File: src/rtl/core/mb2yuv_pkg.sv
package mb2yuv_pkg;

	localparam int TILE_SIZE = 16;

	// pixel_format codes; the unused code behaves as linear UV pairs
	localparam logic [1:0] FMT_TILED = 2'd0;
	localparam logic [1:0] FMT_UV    = 2'd1;
	localparam logic [1:0] FMT_VU    = 2'd2;

	localparam logic [1:0] PL_Y = 2'd0;
	localparam logic [1:0] PL_U = 2'd1;
	localparam logic [1:0] PL_V = 2'd2;

	localparam logic [1:0] ST_OK  = 2'd0;
	localparam logic [1:0] ST_BIG = 2'd1;
	localparam logic [1:0] ST_LEN = 2'd2;

	localparam logic [2:0] REG_FORMAT        = 3'd0;
	localparam logic [2:0] REG_WIDTH         = 3'd1;
	localparam logic [2:0] REG_HEIGHT        = 3'd2;
	localparam logic [2:0] REG_LUMA_STRIDE   = 3'd3;
	localparam logic [2:0] REG_CHROMA_STRIDE = 3'd4;

	localparam logic [12:0] DIM_MIN = 13'd2;
	localparam logic [12:0] DIM_MAX = 13'd4096;

	// linear modes refuse frames above this size
	localparam logic [12:0] LIN_MAX_W = 13'd720;
	localparam logic [12:0] LIN_MAX_H = 13'd576;

	localparam logic [24:0] OFFSET_MAX = '1;

	localparam logic [1:0]  RST_FORMAT        = FMT_TILED;
	localparam logic [12:0] RST_WIDTH         = 13'd720;
	localparam logic [12:0] RST_HEIGHT        = 13'd576;
	localparam logic [13:0] RST_LUMA_STRIDE   = 14'd720;
	localparam logic [12:0] RST_CHROMA_STRIDE = 13'd360;
	// 720 * 576 and 360 * 288 * 2
	localparam logic [24:0] RST_YSIZE = 25'd414720;
	localparam logic [24:0] RST_UVTOT = 25'd207360;

	typedef struct packed {
		logic [1:0]  fmt;
		logic [12:0] width;      // clamped
		logic [12:0] height;     // clamped
		logic [13:0] luma_stride;
		logic [12:0] chroma_stride;
		logic [24:0] ysize;
		logic [24:0] uvtot;
		logic        big;
	} cfg_t;

	// offset = mul_a * mul_b + add_term
	typedef struct packed {
		logic [11:0] mul_a;
		logic [13:0] mul_b;
		logic [23:0] add_term;
		logic [1:0]  plane;
		logic        we;
		logic [1:0]  status;
	} op_t;

	function automatic logic [12:0] clamp_dim(input logic [12:0] v);
		if (v < DIM_MIN) return DIM_MIN;
		if (v > DIM_MAX) return DIM_MAX;
		return v;
	endfunction

endpackage

File: src/rtl/core/mb2yuv_walker.sv
module mb2yuv_walker (
	input  logic               clk,
	input  logic               arst_n,
	input  mb2yuv_pkg::cfg_t   cfg,
	input  logic               accept,
	input  logic               last_byte,
	output mb2yuv_pkg::op_t    op,
	output logic               at_start
);

	logic        chroma_q;
	logic [7:0]  bit_q;
	logic [8:0]  col_q;
	logic [7:0]  row_q;
	logic [23:0] lin_q;

	logic        chroma_n;
	logic [7:0]  bit_n;
	logic [8:0]  col_n;
	logic [7:0]  row_n;
	logic [23:0] lin_n;

	logic [8:0]  lcols, lrows, ccols, crows;
	logic [9:0]  col_inc;
	logic [8:0]  row_inc;
	logic [24:0] lin_inc;
	logic [3:0]  r, c;
	logic        bit_last, ends_ok, vu;

	assign lcols = 9'((cfg.width + 13'd15) >> 4);
	assign lrows = 9'((cfg.height + 13'd15) >> 4);
	assign ccols = 9'(((cfg.width >> 1) + 13'd7) >> 3);
	assign crows = 9'(((cfg.height >> 1) + 13'd15) >> 4);

	assign r        = bit_q[7:4];
	assign c        = bit_q[3:0];
	assign bit_last = (bit_q == 8'hFF);
	assign col_inc  = {1'b0, col_q} + 10'd1;
	assign row_inc  = {1'b0, row_q} + 9'd1;
	assign lin_inc  = {1'b0, lin_q} + 25'd1;
	assign vu       = (cfg.fmt == mb2yuv_pkg::FMT_VU);

	always_comb begin
		op       = '0;
		op.plane = mb2yuv_pkg::PL_Y;
		op.status = mb2yuv_pkg::ST_OK;
		ends_ok  = 1'b0;
		chroma_n = chroma_q;
		bit_n    = bit_q;
		col_n    = col_q;
		row_n    = row_q;
		lin_n    = lin_q;
		if (cfg.fmt == mb2yuv_pkg::FMT_TILED) begin
			if (!chroma_q) begin
				op.mul_a    = {row_q, r};
				op.mul_b    = cfg.luma_stride;
				op.add_term = 24'({col_q, c});
				op.we       = 1'b1;
				bit_n       = bit_q + 8'd1;
				if (bit_last) begin
					if (col_inc >= {1'b0, lcols}) begin
						col_n = '0;
						if (row_inc >= lrows) begin
							row_n    = '0;
							chroma_n = 1'b1;
						end else begin
							row_n = row_inc[7:0];
						end
					end else begin
						col_n = col_inc[8:0];
					end
				end
			end else if ({1'b0, row_q} < crows) begin
				// U,V pairs: even column byte is U
				op.plane    = c[0] ? mb2yuv_pkg::PL_V : mb2yuv_pkg::PL_U;
				op.mul_a    = {row_q, r};
				op.mul_b    = {1'b0, cfg.chroma_stride};
				op.add_term = 24'({col_q, c[3:1]});
				op.we       = 1'b1;
				ends_ok     = bit_last && (col_inc >= {1'b0, ccols}) && (row_inc >= crows);
				bit_n       = bit_q + 8'd1;
				if (bit_last) begin
					if (col_inc >= {1'b0, ccols}) begin
						col_n = '0;
						row_n = row_inc[7:0];
					end else begin
						col_n = col_inc[8:0];
					end
				end
			end
		end else begin
			if (!chroma_q) begin
				op.add_term = lin_q;
				op.we       = 1'b1;
				if (lin_inc >= cfg.ysize) begin
					lin_n    = '0;
					chroma_n = 1'b1;
				end else begin
					lin_n = lin_inc[23:0];
				end
			end else if ({1'b0, lin_q} < cfg.uvtot) begin
				op.plane    = (lin_q[0] ^ vu) ? mb2yuv_pkg::PL_V : mb2yuv_pkg::PL_U;
				op.add_term = {1'b0, lin_q[23:1]};
				op.we       = 1'b1;
				ends_ok     = (lin_inc == cfg.uvtot);
				lin_n       = lin_inc[23:0];
			end
			if (cfg.big) begin
				op.we     = 1'b0;
				op.status = mb2yuv_pkg::ST_BIG;
			end
		end
		// end of frame: length check, then back to the start
		if (last_byte) begin
			if (!ends_ok) op.status = mb2yuv_pkg::ST_LEN;
			chroma_n = 1'b0;
			bit_n    = '0;
			col_n    = '0;
			row_n    = '0;
			lin_n    = '0;
		end
	end

	always_ff @(posedge clk or negedge arst_n) begin
		if (!arst_n) begin
			chroma_q <= 1'b0;
			bit_q    <= '0;
			col_q    <= '0;
			row_q    <= '0;
			lin_q    <= '0;
		end else if (accept) begin
			chroma_q <= chroma_n;
			bit_q    <= bit_n;
			col_q    <= col_n;
			row_q    <= row_n;
			lin_q    <= lin_n;
		end
	end

	assign at_start = !chroma_q && (bit_q == '0) && (col_q == '0) && (row_q == '0)
		&& (lin_q == '0);

endmodule

File: src/rtl/core/macroblock_tile_to_planar_yuv_core.sv
// Routes each byte of a raw 4:2:0 frame to a plane (Y, U, V) and a byte offset
// in that plane, de-tiling 16x16 macroblock tiles or splitting linear UV/VU pairs.
// One byte is accepted every clock while in_ready is high; the byte and its walker
// counters go into the input register, then the offset multiply, then add and
// saturate into the output register. While a result waits at the output
// the input still takes words until the two stages behind it are full. The tile
// counters are updated in the accept cycle, which is the loop that sets the
// one-byte rate.
// Registers may be written only between bytes; a write takes effect on the next byte.
module macroblock_tile_to_planar_yuv_core (
	input  logic        clk,
	input  logic        arst_n,
	input  logic        cfg_write,
	input  logic [2:0]  cfg_index,
	input  logic [13:0] cfg_data,
	input  logic        in_valid,
	output logic        in_ready,
	input  logic [7:0]  pixel_byte,
	input  logic        last_byte,
	output logic        out_valid,
	input  logic        out_ready,
	output logic [1:0]  dest_plane,
	output logic [24:0] dest_offset,
	output logic [7:0]  dest_value,
	output logic        write_enable,
	output logic [1:0]  status,
	output logic        frame_done
);

	// configuration
	logic [1:0]  fmt_q, fmt_n;
	logic [12:0] width_q, width_n, height_q, height_n;
	logic [13:0] lstride_q, lstride_n;
	logic [12:0] cstride_q, cstride_n;
	logic [24:0] ysize_q, uvtot_q;
	logic [12:0] w_cl_n, h_cl_n;
	logic [25:0] yprod;
	logic [23:0] uvprod;
	mb2yuv_pkg::cfg_t cfg;

	always_comb begin
		fmt_n     = fmt_q;
		width_n   = width_q;
		height_n  = height_q;
		lstride_n = lstride_q;
		cstride_n = cstride_q;
		if (cfg_write) begin
			unique case (cfg_index)
				mb2yuv_pkg::REG_FORMAT:        fmt_n     = cfg_data[1:0];
				mb2yuv_pkg::REG_WIDTH:         width_n   = cfg_data[12:0];
				mb2yuv_pkg::REG_HEIGHT:        height_n  = cfg_data[12:0];
				mb2yuv_pkg::REG_LUMA_STRIDE:   lstride_n = cfg_data;
				mb2yuv_pkg::REG_CHROMA_STRIDE: cstride_n = cfg_data[12:0];
				default: ;
			endcase
		end
	end

	// frame sizes follow the register values written in the same cycle
	assign w_cl_n = mb2yuv_pkg::clamp_dim(width_n);
	assign h_cl_n = mb2yuv_pkg::clamp_dim(height_n);
	assign yprod  = w_cl_n * h_cl_n;
	assign uvprod = w_cl_n[12:1] * h_cl_n[12:1];

	always_ff @(posedge clk or negedge arst_n) begin
		if (!arst_n) begin
			fmt_q     <= mb2yuv_pkg::RST_FORMAT;
			width_q   <= mb2yuv_pkg::RST_WIDTH;
			height_q  <= mb2yuv_pkg::RST_HEIGHT;
			lstride_q <= mb2yuv_pkg::RST_LUMA_STRIDE;
			cstride_q <= mb2yuv_pkg::RST_CHROMA_STRIDE;
			ysize_q   <= mb2yuv_pkg::RST_YSIZE;
			uvtot_q   <= mb2yuv_pkg::RST_UVTOT;
		end else begin
			fmt_q     <= fmt_n;
			width_q   <= width_n;
			height_q  <= height_n;
			lstride_q <= lstride_n;
			cstride_q <= cstride_n;
			ysize_q   <= yprod[24:0];
			uvtot_q   <= {uvprod, 1'b0};
		end
	end

	always_comb begin
		cfg.fmt           = fmt_q;
		cfg.width         = mb2yuv_pkg::clamp_dim(width_q);
		cfg.height        = mb2yuv_pkg::clamp_dim(height_q);
		cfg.luma_stride   = lstride_q;
		cfg.chroma_stride = cstride_q;
		cfg.ysize         = ysize_q;
		cfg.uvtot         = uvtot_q;
		cfg.big           = (width_q > mb2yuv_pkg::LIN_MAX_W)
			|| (height_q > mb2yuv_pkg::LIN_MAX_H);
	end

	// pipeline control
	logic v_s1, v_s2, out_valid_q;
	logic s1_en, s2_en, out_en, accept, walk_start;

	assign out_en = !out_valid_q || out_ready;
	assign s2_en  = !v_s2 || out_en;
	assign s1_en  = !v_s1 || s2_en;
	assign in_ready = s1_en;
	assign accept = in_valid && s1_en;

	mb2yuv_pkg::op_t op;

	mb2yuv_walker u_walker (
		.clk       (clk),
		.arst_n    (arst_n),
		.cfg       (cfg),
		.accept    (accept),
		.last_byte (last_byte),
		.op        (op),
		.at_start  (walk_start)
	);

	always_ff @(posedge clk or negedge arst_n) begin
		if (!arst_n) begin
			v_s1        <= 1'b0;
			v_s2        <= 1'b0;
			out_valid_q <= 1'b0;
		end else begin
			if (s1_en) v_s1 <= in_valid;
			if (s2_en) v_s2 <= v_s1;
			if (out_en) out_valid_q <= v_s2;
		end
	end

	// datapath
	mb2yuv_pkg::op_t op_s1;
	logic [7:0]  value_s1, value_s2;
	logic        last_s1, last_s2;
	logic [25:0] prod_s2;
	logic [23:0] add_s2;
	logic [1:0]  plane_s2, status_s2;
	logic        we_s2;
	logic [26:0] sum;
	logic        ovf;

	logic [1:0]  plane_q, status_q;
	logic [24:0] offset_q;
	logic [7:0]  value_q;
	logic        we_q, done_q;

	always_ff @(posedge clk) begin
		if (accept) begin
			op_s1    <= op;
			value_s1 <= pixel_byte;
			last_s1  <= last_byte;
		end
	end

	always_ff @(posedge clk) begin
		if (s2_en && v_s1) begin
			prod_s2   <= op_s1.mul_a * op_s1.mul_b;
			add_s2    <= op_s1.add_term;
			plane_s2  <= op_s1.plane;
			we_s2     <= op_s1.we;
			status_s2 <= op_s1.status;
			value_s2  <= value_s1;
			last_s2   <= last_s1;
		end
	end

	assign sum = {1'b0, prod_s2} + {3'b0, add_s2};
	assign ovf = sum > {2'b0, mb2yuv_pkg::OFFSET_MAX};

	always_ff @(posedge clk) begin
		if (out_en && v_s2) begin
			plane_q  <= plane_s2;
			offset_q <= ovf ? mb2yuv_pkg::OFFSET_MAX : sum[24:0];
			we_q     <= we_s2 && !ovf;
			status_q <= status_s2;
			value_q  <= value_s2;
			done_q   <= last_s2;
		end
	end

	assign out_valid    = out_valid_q;
	assign dest_plane   = plane_q;
	assign dest_offset  = offset_q;
	assign dest_value   = value_q;
	assign write_enable = we_q;
	assign status       = status_q;
	assign frame_done   = done_q;

`ifndef SYNTHESIS
	a_we_not_big: assert property (@(posedge clk) disable iff (!arst_n)
		out_valid && write_enable |-> status != mb2yuv_pkg::ST_BIG)
		else $error("write enabled on an oversized frame");

	a_frame_restart: assert property (@(posedge clk) disable iff (!arst_n)
		accept && last_byte |=> walk_start)
		else $error("walker not back at frame start after last word");

	a_dropped_offset: assert property (@(posedge clk) disable iff (!arst_n)
		out_valid && !write_enable && status == mb2yuv_pkg::ST_OK |->
		dest_offset == '0 || dest_offset == mb2yuv_pkg::OFFSET_MAX)
		else $error("suppressed write with unexpected offset");
`endif

endmodule
File: config.mk
export PLATFORM = sky130hd
export DESIGN_NAME = macroblock_tile_to_planar_yuv_core
export DESIGN_NICKNAME = d
export VERILOG_FILES = /design/src/rtl/core/mb2yuv_pkg.sv /design/src/rtl/core/mb2yuv_walker.sv /design/src/rtl/core/macroblock_tile_to_planar_yuv_core.sv
export SDC_FILE = /design/constraint.sdc
export NUM_CORES = 1
export LEC_CHECK = 0
export CAP_MARGIN = 30
export CORE_ASPECT_RATIO = 2
export CORE_UTILIZATION = 65
export CTS_BUF_LIST = sky130_fd_sc_hd__clkbuf_2
export DETAILED_ROUTE_END_ITERATION = 8
export DONT_BUFFER_PORTS = 1
export PLACE_DENSITY = 0.81
export SLEW_MARGIN = 20
export SYNTH_ARGS = -nofsm -noshare
export SYNTH_HDL_FRONTEND = slang
export SYNTH_SLANG_ARGS = --single-unit
export TNS_END_PERCENT = 1
File: constraint.sdc
create_clock -name clk -period 7.95 [get_ports clk]
set_input_delay 2.385 -clock clk [delete_from_list [all_inputs] [get_ports clk]]
set_output_delay 2.385 -clock clk [all_outputs]
set_load 0.05 [all_outputs]
==> flow_summary.toml, run 1 <==
[outcome]
outcome = "complete, no violations"

[timing]
max_clock_freq_mhz = 129
timing_worst_slew_pin_value_ns = 0.996
fin_crit_ns = 7.77
final.setup_skew_ns = 0.129
final_max_slew_viol_count = 0
final_report_setup_violation_count = 0
fraction_of_the_cycle_the_final_worst_path_needs = 0.978
whs_ns = 0.405
worst_case_setup_margin_in_the_final_layout_ns = 0.178
finalHoldViolations = 0
timing.slew.headroom = 0.330

[logic_synthesis]
synthesis.area_mm2 = 0.0299
synth-async-reset-ratio = 0.485
post_syn_nets = 3704
seq_area_frac_synth = 0.300
postSynthRegisterBits = 324
leading_cell_type_by_number_of_instances_after_synthesis = "sky130_fd_sc_hd__inv_1"
top_cell_type_by_total_area_after_synthesis = "sky130_fd_sc_hd__fa_1"
synth_flop_cell = "sky130_fd_sc_hd__edfxtp_1"
postSynthAreaPerCell_um2 = 9.62
synth_top_area_share = 0.183
ys_top_cells_by_count = "477 x sky130_fd_sc_hd__inv_1, 402 x sky130_fd_sc_hd__nand2_1, 291 x sky130_fd_sc_hd__ha_1, 273 x sky130_fd_sc_hd__fa_1, 195 x sky130_fd_sc_hd__nor2_1"
synth_enable_flop_cells = 167
ys_types = 91
synthTopCellsByArea = "sky130_fd_sc_hd__fa_1 18%, sky130_fd_sc_hd__edfxtp_1 17%, sky130_fd_sc_hd__ha_1 12%"
yosysWarnings = 0
synthesis.instances = 3109

[critical_path]
crit_path_top_delay_cell = "sky130_fd_sc_hd__fa_1"
worst_r2r_endpoint = "uvtot_q[24]"
setup.worst_path.start = "cfg_write"
critPathBufInv = 10
r2r_setup_slack_ns = 0.92
setup.worst_path.class = "input port to flop"
critical-path-max-stage-delay_ns = 0.82
cp_data_arrival_time_ns = 8.73
worst_path_most_repeated_cell = "sky130_fd_sc_hd__inv_1"
critical-path-top-delay-family = "adder cells"
crit_path_end = "ysize_q[22]"
r2r_cells = 24
setup.worst_path.end_class = "flop"
timing.rr.start = "height_q[4]"
timing.critical_path.required_ns = 8.91
worst-path-max-fanout = 10
crit_path_start_kind = "input port"
worstSetupPathDepth = 28

[die]
placement_rows = 110
die_area_mm2 = 0.0469
core_area_mm2 = 0.0451
initial_core_util = 0.663
floorplan.io_pins = 72
die_height_um = 305
die_w_um = 154

[cts]
clock_path_buffers = 3
cts_hold_buf = 0
clock_tree.root_cell = "sky130_fd_sc_hd__clkbuf_2"
cts.reportedPaths.clkPinSlew_ns = 0.12
cts.htree.levels = 3
cts_buffers = 70
clock-sinks = 324
worstSkewPairLatency_ns = 1.09
cts_tree = "yes"

[placement]
portBuffers = 0
preCtsSetupSlack_ns = -0.954
dp.final_hpwl_um = 71500
gp_congestion = 1.02

[finish]
layout.core_utilization = 0.742
count_of_nets_after_finishing = 3922
seqCellArea_mm2 = 0.00897
area_growth_syn_to_layout_pct = 12.0
multi_input_area_mm2 = 0.0191
count_of_filler_cells_inserted_in_the_layout = 3244
fraction_of_final_layout_cells_with_drive_strength_greater_than_1 = 0.168

[route]
ant_nets = 0
detail_route.first_pass.iterations = 7
total_routed_wirelength_um = 87900
route.detailed.vias_per_inst = 5.99
vias = 23640
drt-wirelength-per-cell_um = 22.3
drt_iter0_drc = 1483
drc = 0

[global_route]
grt_max_degree = 158
grt_pass1_wl_um = 136000
global_route.usage.total = 0.390
grt_overflow_total = 0
antenna_found_initial = 1
first_global_vias = 25800

[power]
design_power_total_mw = 13.5
vdd.ir_drop.worst_mv = 0.306
leakagePower_nw = 16.3
power-per-cell-area_mw_per_mm2 = 403

[min_path]
worst_hold_path_type = "flop to flop"

[run]
max_cap_violations = 0
==> where the power goes <==
part	switching, mW	internal [mW]	total (mW)
sequential	0.746	2.50	3.25
clock	0.705	0.509	1.21
combinational	5.24	3.79	9.03
==> sequential cells by signal, summed over array words and instances (netlist names), 14 cells and up <==
signal	cells
add_s2	24
lstride_q	14
prod_s2	26
ysize_q	25
dest_offset	25
op_s1	55
uvtot_q	24
u_walker.lin_q	24
==> layer usage <==
layer	share of wire	GRT usage	routed length, µm	up-vias
met5	0	0	0	-
met4	0.13	0.425	11000	0
met3	0.045	0.0656	3910	458
met2	0.54	0.724	47800	923
met1	0.29	0.327	25200	11549
li1	-	-	-	10710
==> worst min-delay path by stage <==
stage	start	to	slack, ns	cells after the start
2_1_floorplan	op_s1[5]	add_s2[0]	0.40	0
3_3_place_gp	op_s1[5]	add_s2[0]	0.40	0
3_5_place_dp	op_s1[6]	add_s2[1]	0.40	0
4_1_cts	op_s1[15]	add_s2[10]	0.36	0
5_1_grt	op_s1[15]	add_s2[10]	0.39	0
6_report	op_s1[15]	add_s2[10]	0.40	0
==> cells in the final DEF, fill, tap and decap left out, types with 16 or more instances in the layout <==
master and instances:
sky130_fd_sc_hd__nand3_1 57, sky130_fd_sc_hd__and2_1 75, sky130_fd_sc_hd__dfrtp_1 133, sky130_fd_sc_hd__a31oi_1 25, sky130_fd_sc_hd__dfstp_2 24, sky130_fd_sc_hd__and3_1 24
sky130_fd_sc_hd__xnor2_1 101, sky130_fd_sc_hd__clkinv_1 16, sky130_fd_sc_hd__mux2i_1 30, sky130_fd_sc_hd__nand2_1 397, sky130_fd_sc_hd__fa_1 265, sky130_fd_sc_hd__edfxtp_1 167
sky130_fd_sc_hd__nor2b_1 21, sky130_fd_sc_hd__clkbuf_2 96, sky130_fd_sc_hd__inv_1 466, sky130_fd_sc_hd__nand4_1 22, sky130_fd_sc_hd__o21ai_0 66, sky130_fd_sc_hd__nor2_1 182
sky130_fd_sc_hd__nand2b_1 42, sky130_fd_sc_hd__a21o_1 45, sky130_fd_sc_hd__mux2_2 30, sky130_fd_sc_hd__ha_1 280, sky130_fd_sc_hd__nor3_1 36, sky130_fd_sc_hd__a22o_1 17
sky130_fd_sc_hd__xor2_1 60, sky130_fd_sc_hd__o31ai_1 25, sky130_fd_sc_hd__o21a_1 17, sky130_fd_sc_hd__a21oi_1 94, sky130_fd_sc_hd__buf_4 266
==> kinds of logic (layout without fill, tap and decap cells) <==
kind of cell / Yosys count / count (layout) / synth area share
xor+xnor: 162 / 162 / 0.0477
compound gates: 426 / 426 / 0.0961
other cells: 1 / 2 / 0.000125
flops: 324 / 324 / 0.300
mux: 65 / 65 / 0.0231
fa+ha+maj: 564 / 564 / 0.304
simple gates: 961 / 961 / 0.152
buf+inv: 606 / 880 / 0.0768
==> per-stage QoR <==
stage,instances,setup TNS (ns),cell area (µm²)
after detailed placement,3810,-16.78,32600
after global routing,3944,-0.0250,33500
after floorplan,3109,-3.37,30300
after global placement,3808,-13.49,32600
final,3944,0,33500
after CTS,3938,0,33400
==> repair_timing <==
item | CTS | global route
endpoints found under the hold margin | 0 | 0
gates resized for setup | 0 | 13
endpoints found under the setup margin | 0 | 12
buffers inserted | 0 | 5
==> final cells by class <==
class                      instances  share of cell area
antenna                            1           0.0000747
clock inverter                    32             0.00896
inverter                         478              0.0537
timing repair buffer             274              0.0639
tap                              560              0.0209
multi-input combinational       2179               0.570
clock buffer                      96              0.0143
sequential                       324               0.268
Power figures use the tool's default switching activity.
==> run 2, diff against run 1 <==
--- a/config.mk
+++ b/config.mk
@@ -8,7 +8,6 @@
 export CAP_MARGIN = 30
 export CORE_ASPECT_RATIO = 2
 export CORE_UTILIZATION = 65
-export CTS_BUF_LIST = sky130_fd_sc_hd__clkbuf_2
 export DETAILED_ROUTE_END_ITERATION = 8
 export DONT_BUFFER_PORTS = 1
 export PLACE_DENSITY = 0.81
==> flow_summary.toml, run 2 (synthesis results as in run 1) <==
[min_path]
holdPathStages = 0
min_delay_worst_endpoint = "dest_value[1]"
worst_hold_path_type = "flop to flop"
worst_min_path_start = "value_s2[1]"

[placement]
placed_cells = 3810
dp.final_hpwl_um = 71500
detailed_place.area_mm2 = 0.0326
gp_congestion = 1.02
portBuffers = 0

[critical_path]
setup.worst_path.class = "input port to flop"
timing.critical_path.required_ns = 8.46
worst_r2r_endpoint = "uvtot_q[24]"
cp_data_arrival_time_ns = 8.78
crit_path_start_kind = "input port"
r2r_setup_slack_ns = 0.94
r2r_cells = 27
timing.rr.start = "width_q[10]"
worst-path-max-fanout = 7
setup.worst_path.end_class = "flop"

[power]
power-per-cell-area_mw_per_mm2 = 408
leakagePower_nw = 16.2
vdd.ir_drop.worst_mv = 0.320

[global_route]
grt_pass1_wl_um = 136000
antenna_found_initial = 1
global_route.usage.total = 0.386
grt_max_degree = 158
grt_overflow_total = 0
first_global_vias = 25529

[cts]
clock-sinks = 324
cts.htree.levels = 1
cts_buffers = 27
worstSkewPairLatency_ns = 0.58
cts_hold_buf = 0
clock_tree.root_cell = "sky130_fd_sc_hd__clkbuf_16"
cts.reportedPaths.clkPinSlew_ns = 0.07
cts_tree = "yes"
clock_path_buffers = 3

[die]
die_w_um = 154
placement_rows = 110
initial_core_util = 0.663
die_area_mm2 = 0.0469
floorplan.io_pins = 72
core_area_mm2 = 0.0451
die_height_um = 305

[finish]
fraction_of_final_layout_cells_with_drive_strength_greater_than_1 = 0.162
finalInstanceArea_mm2 = 0.0339
fin_cells = 3870
registers.top_by_ff_count = "op_s1"
num_antenna_cells = 0
layout_top_registers = "op_s1: 55 flops, prod_s2: 26 flops"
largest_register_ff_count = 55
count_of_filler_cells_inserted_in_the_layout = 3133
most_common_cell_after_layout_fill_and_taps_aside = "sky130_fd_sc_hd__inv_1"
most-common-layout-cells = "460 x sky130_fd_sc_hd__inv_1, 396 x sky130_fd_sc_hd__nand2_1, 278 x sky130_fd_sc_hd__ha_1"
area_growth_syn_to_layout_pct = 13.2
count_of_nets_after_finishing = 3884

[timing]
rsz_0062_raised_after_global_routing = "yes"
whs_ns = 0.421
final_max_slew_viol_count = 0
fraction_of_the_cycle_the_final_worst_path_needs = 1.04
max_clock_freq_mhz = 121
worst_case_setup_margin_in_the_final_layout_ns = -0.323
fin_crit_ns = 8.27
final.setup_skew_ns = 0.00952
finalHoldViolations = 0
final_report_setup_violation_count = 18
timing.slew.headroom = 0.314
timing_worst_slew_pin_value_ns = 1.02
final_setup_tns_ns = -3.58

[route]
vias = 23303
total_routed_wirelength_um = 88000
drt_iter0_drc = 1481
drt-wirelength-per-cell_um = 22.7
detail_route.first_pass.iterations = 8
drc = 0
route.detailed.vias_per_inst = 6.02
ant_nets = 0

[outcome]
outcome = "finished with violations"
violations = "negative setup slack"

[run]
max_cap_violations = 0
-- run 2: cell count changes in the layout (fill, tap and decap cells not counted), sizes merged --
cell	previous run	this run
clkbuf	96	30
clkinv	23	8
buf	274	279
clkinvlp	3	6
diode	1	0
-- run 2: timing repair --
item                                    in CTS  in global routing
setup buffers                                4                  6
pin swaps                                   18                 20
gates resized for setup                     30                 23
endpoints found under the setup margin      15                 18
-- run 2: per-stage QoR --
step                setup slack, ns  utilization  power [mW]
CTS                          -0.158        0.747        13.6
floorplan                    -0.343            -        8.84
global placement             -0.792        0.723        11.7
global route                 -0.618        0.750        14.7
finish                       -0.323        0.750        13.8
detailed placement           -0.954        0.723        12.1
-- run 2: layout make-up --
type	count	area [µm²]	share of cell area
inverter	478	1790	0.0530
timing repair buffer	279	2200	0.0651
clock inverter	20	269	0.00795
clock buffer	30	687	0.0203
tap	560	701	0.0207
multi-input combinational	2179	19200	0.568
sequential	324	8970	0.265
-- run 2: metal layers --
metal  global-route usage  routed length (µm)
met5                    0                   0
met2                0.717               47100
met4                0.427               11300
met1                0.329               25600
met3               0.0553                3930
-- run 2: power by group --
group	total, mW	switching (mW)	internal, mW
Combinational	9.13	5.29	3.84
Sequential	3.25	0.746	2.51
Clock	1.43	0.629	0.799
-- run 2: how the worst max path moves through the flow --
stage / slack (ns) / from / depth (start not counted) / end
2_1_floorplan: -0.34 / cfg_index[2] / 26 / uvtot_q[24]
3_3_place_gp: -0.79 / cfg_index[0] / 29 / ysize_q[21]
3_5_place_dp: -0.95 / cfg_index[0] / 29 / ysize_q[21]
4_1_cts: -0.16 / cfg_write / 29 / ysize_q[22]
5_1_grt: -0.62 / cfg_data[4] / 27 / uvtot_q[24]
6_report: -0.32 / cfg_data[4] / 28 / uvtot_q[24]
-- run 2: critical path, stage by stage --
cell	delay (ns)
sky130_fd_sc_hd__nor4_1	0.41
sky130_fd_sc_hd__nand3_1	0.22
sky130_fd_sc_hd__nor2_1	0.14
sky130_fd_sc_hd__nand2_1	0.11
sky130_fd_sc_hd__a21oi_4	0.18
sky130_fd_sc_hd__nand2_2	0.07
sky130_fd_sc_hd__mux2_4	0.35
sky130_fd_sc_hd__nor2_4	0.18
sky130_fd_sc_hd__buf_6	0.14
sky130_fd_sc_hd__buf_4	0.11
sky130_fd_sc_hd__nand2_4	0.04
sky130_fd_sc_hd__fa_2	0.49
sky130_fd_sc_hd__fa_2	0.60
sky130_fd_sc_hd__inv_2	0.05
sky130_fd_sc_hd__ha_4	0.26
sky130_fd_sc_hd__inv_2	0.03
sky130_fd_sc_hd__fa_1	0.51
sky130_fd_sc_hd__inv_1	0.06
sky130_fd_sc_hd__fa_1	0.52
sky130_fd_sc_hd__ha_4	0.21
sky130_fd_sc_hd__o21a_1	0.18
sky130_fd_sc_hd__o21a_1	0.22
sky130_fd_sc_hd__a2111oi_4	0.35
sky130_fd_sc_hd__nor3_2	0.12
sky130_fd_sc_hd__or3_4	0.34
sky130_fd_sc_hd__a31o_2	0.26
sky130_fd_sc_hd__a21oi_2	0.12
sky130_fd_sc_hd__xnor2_1	0.12
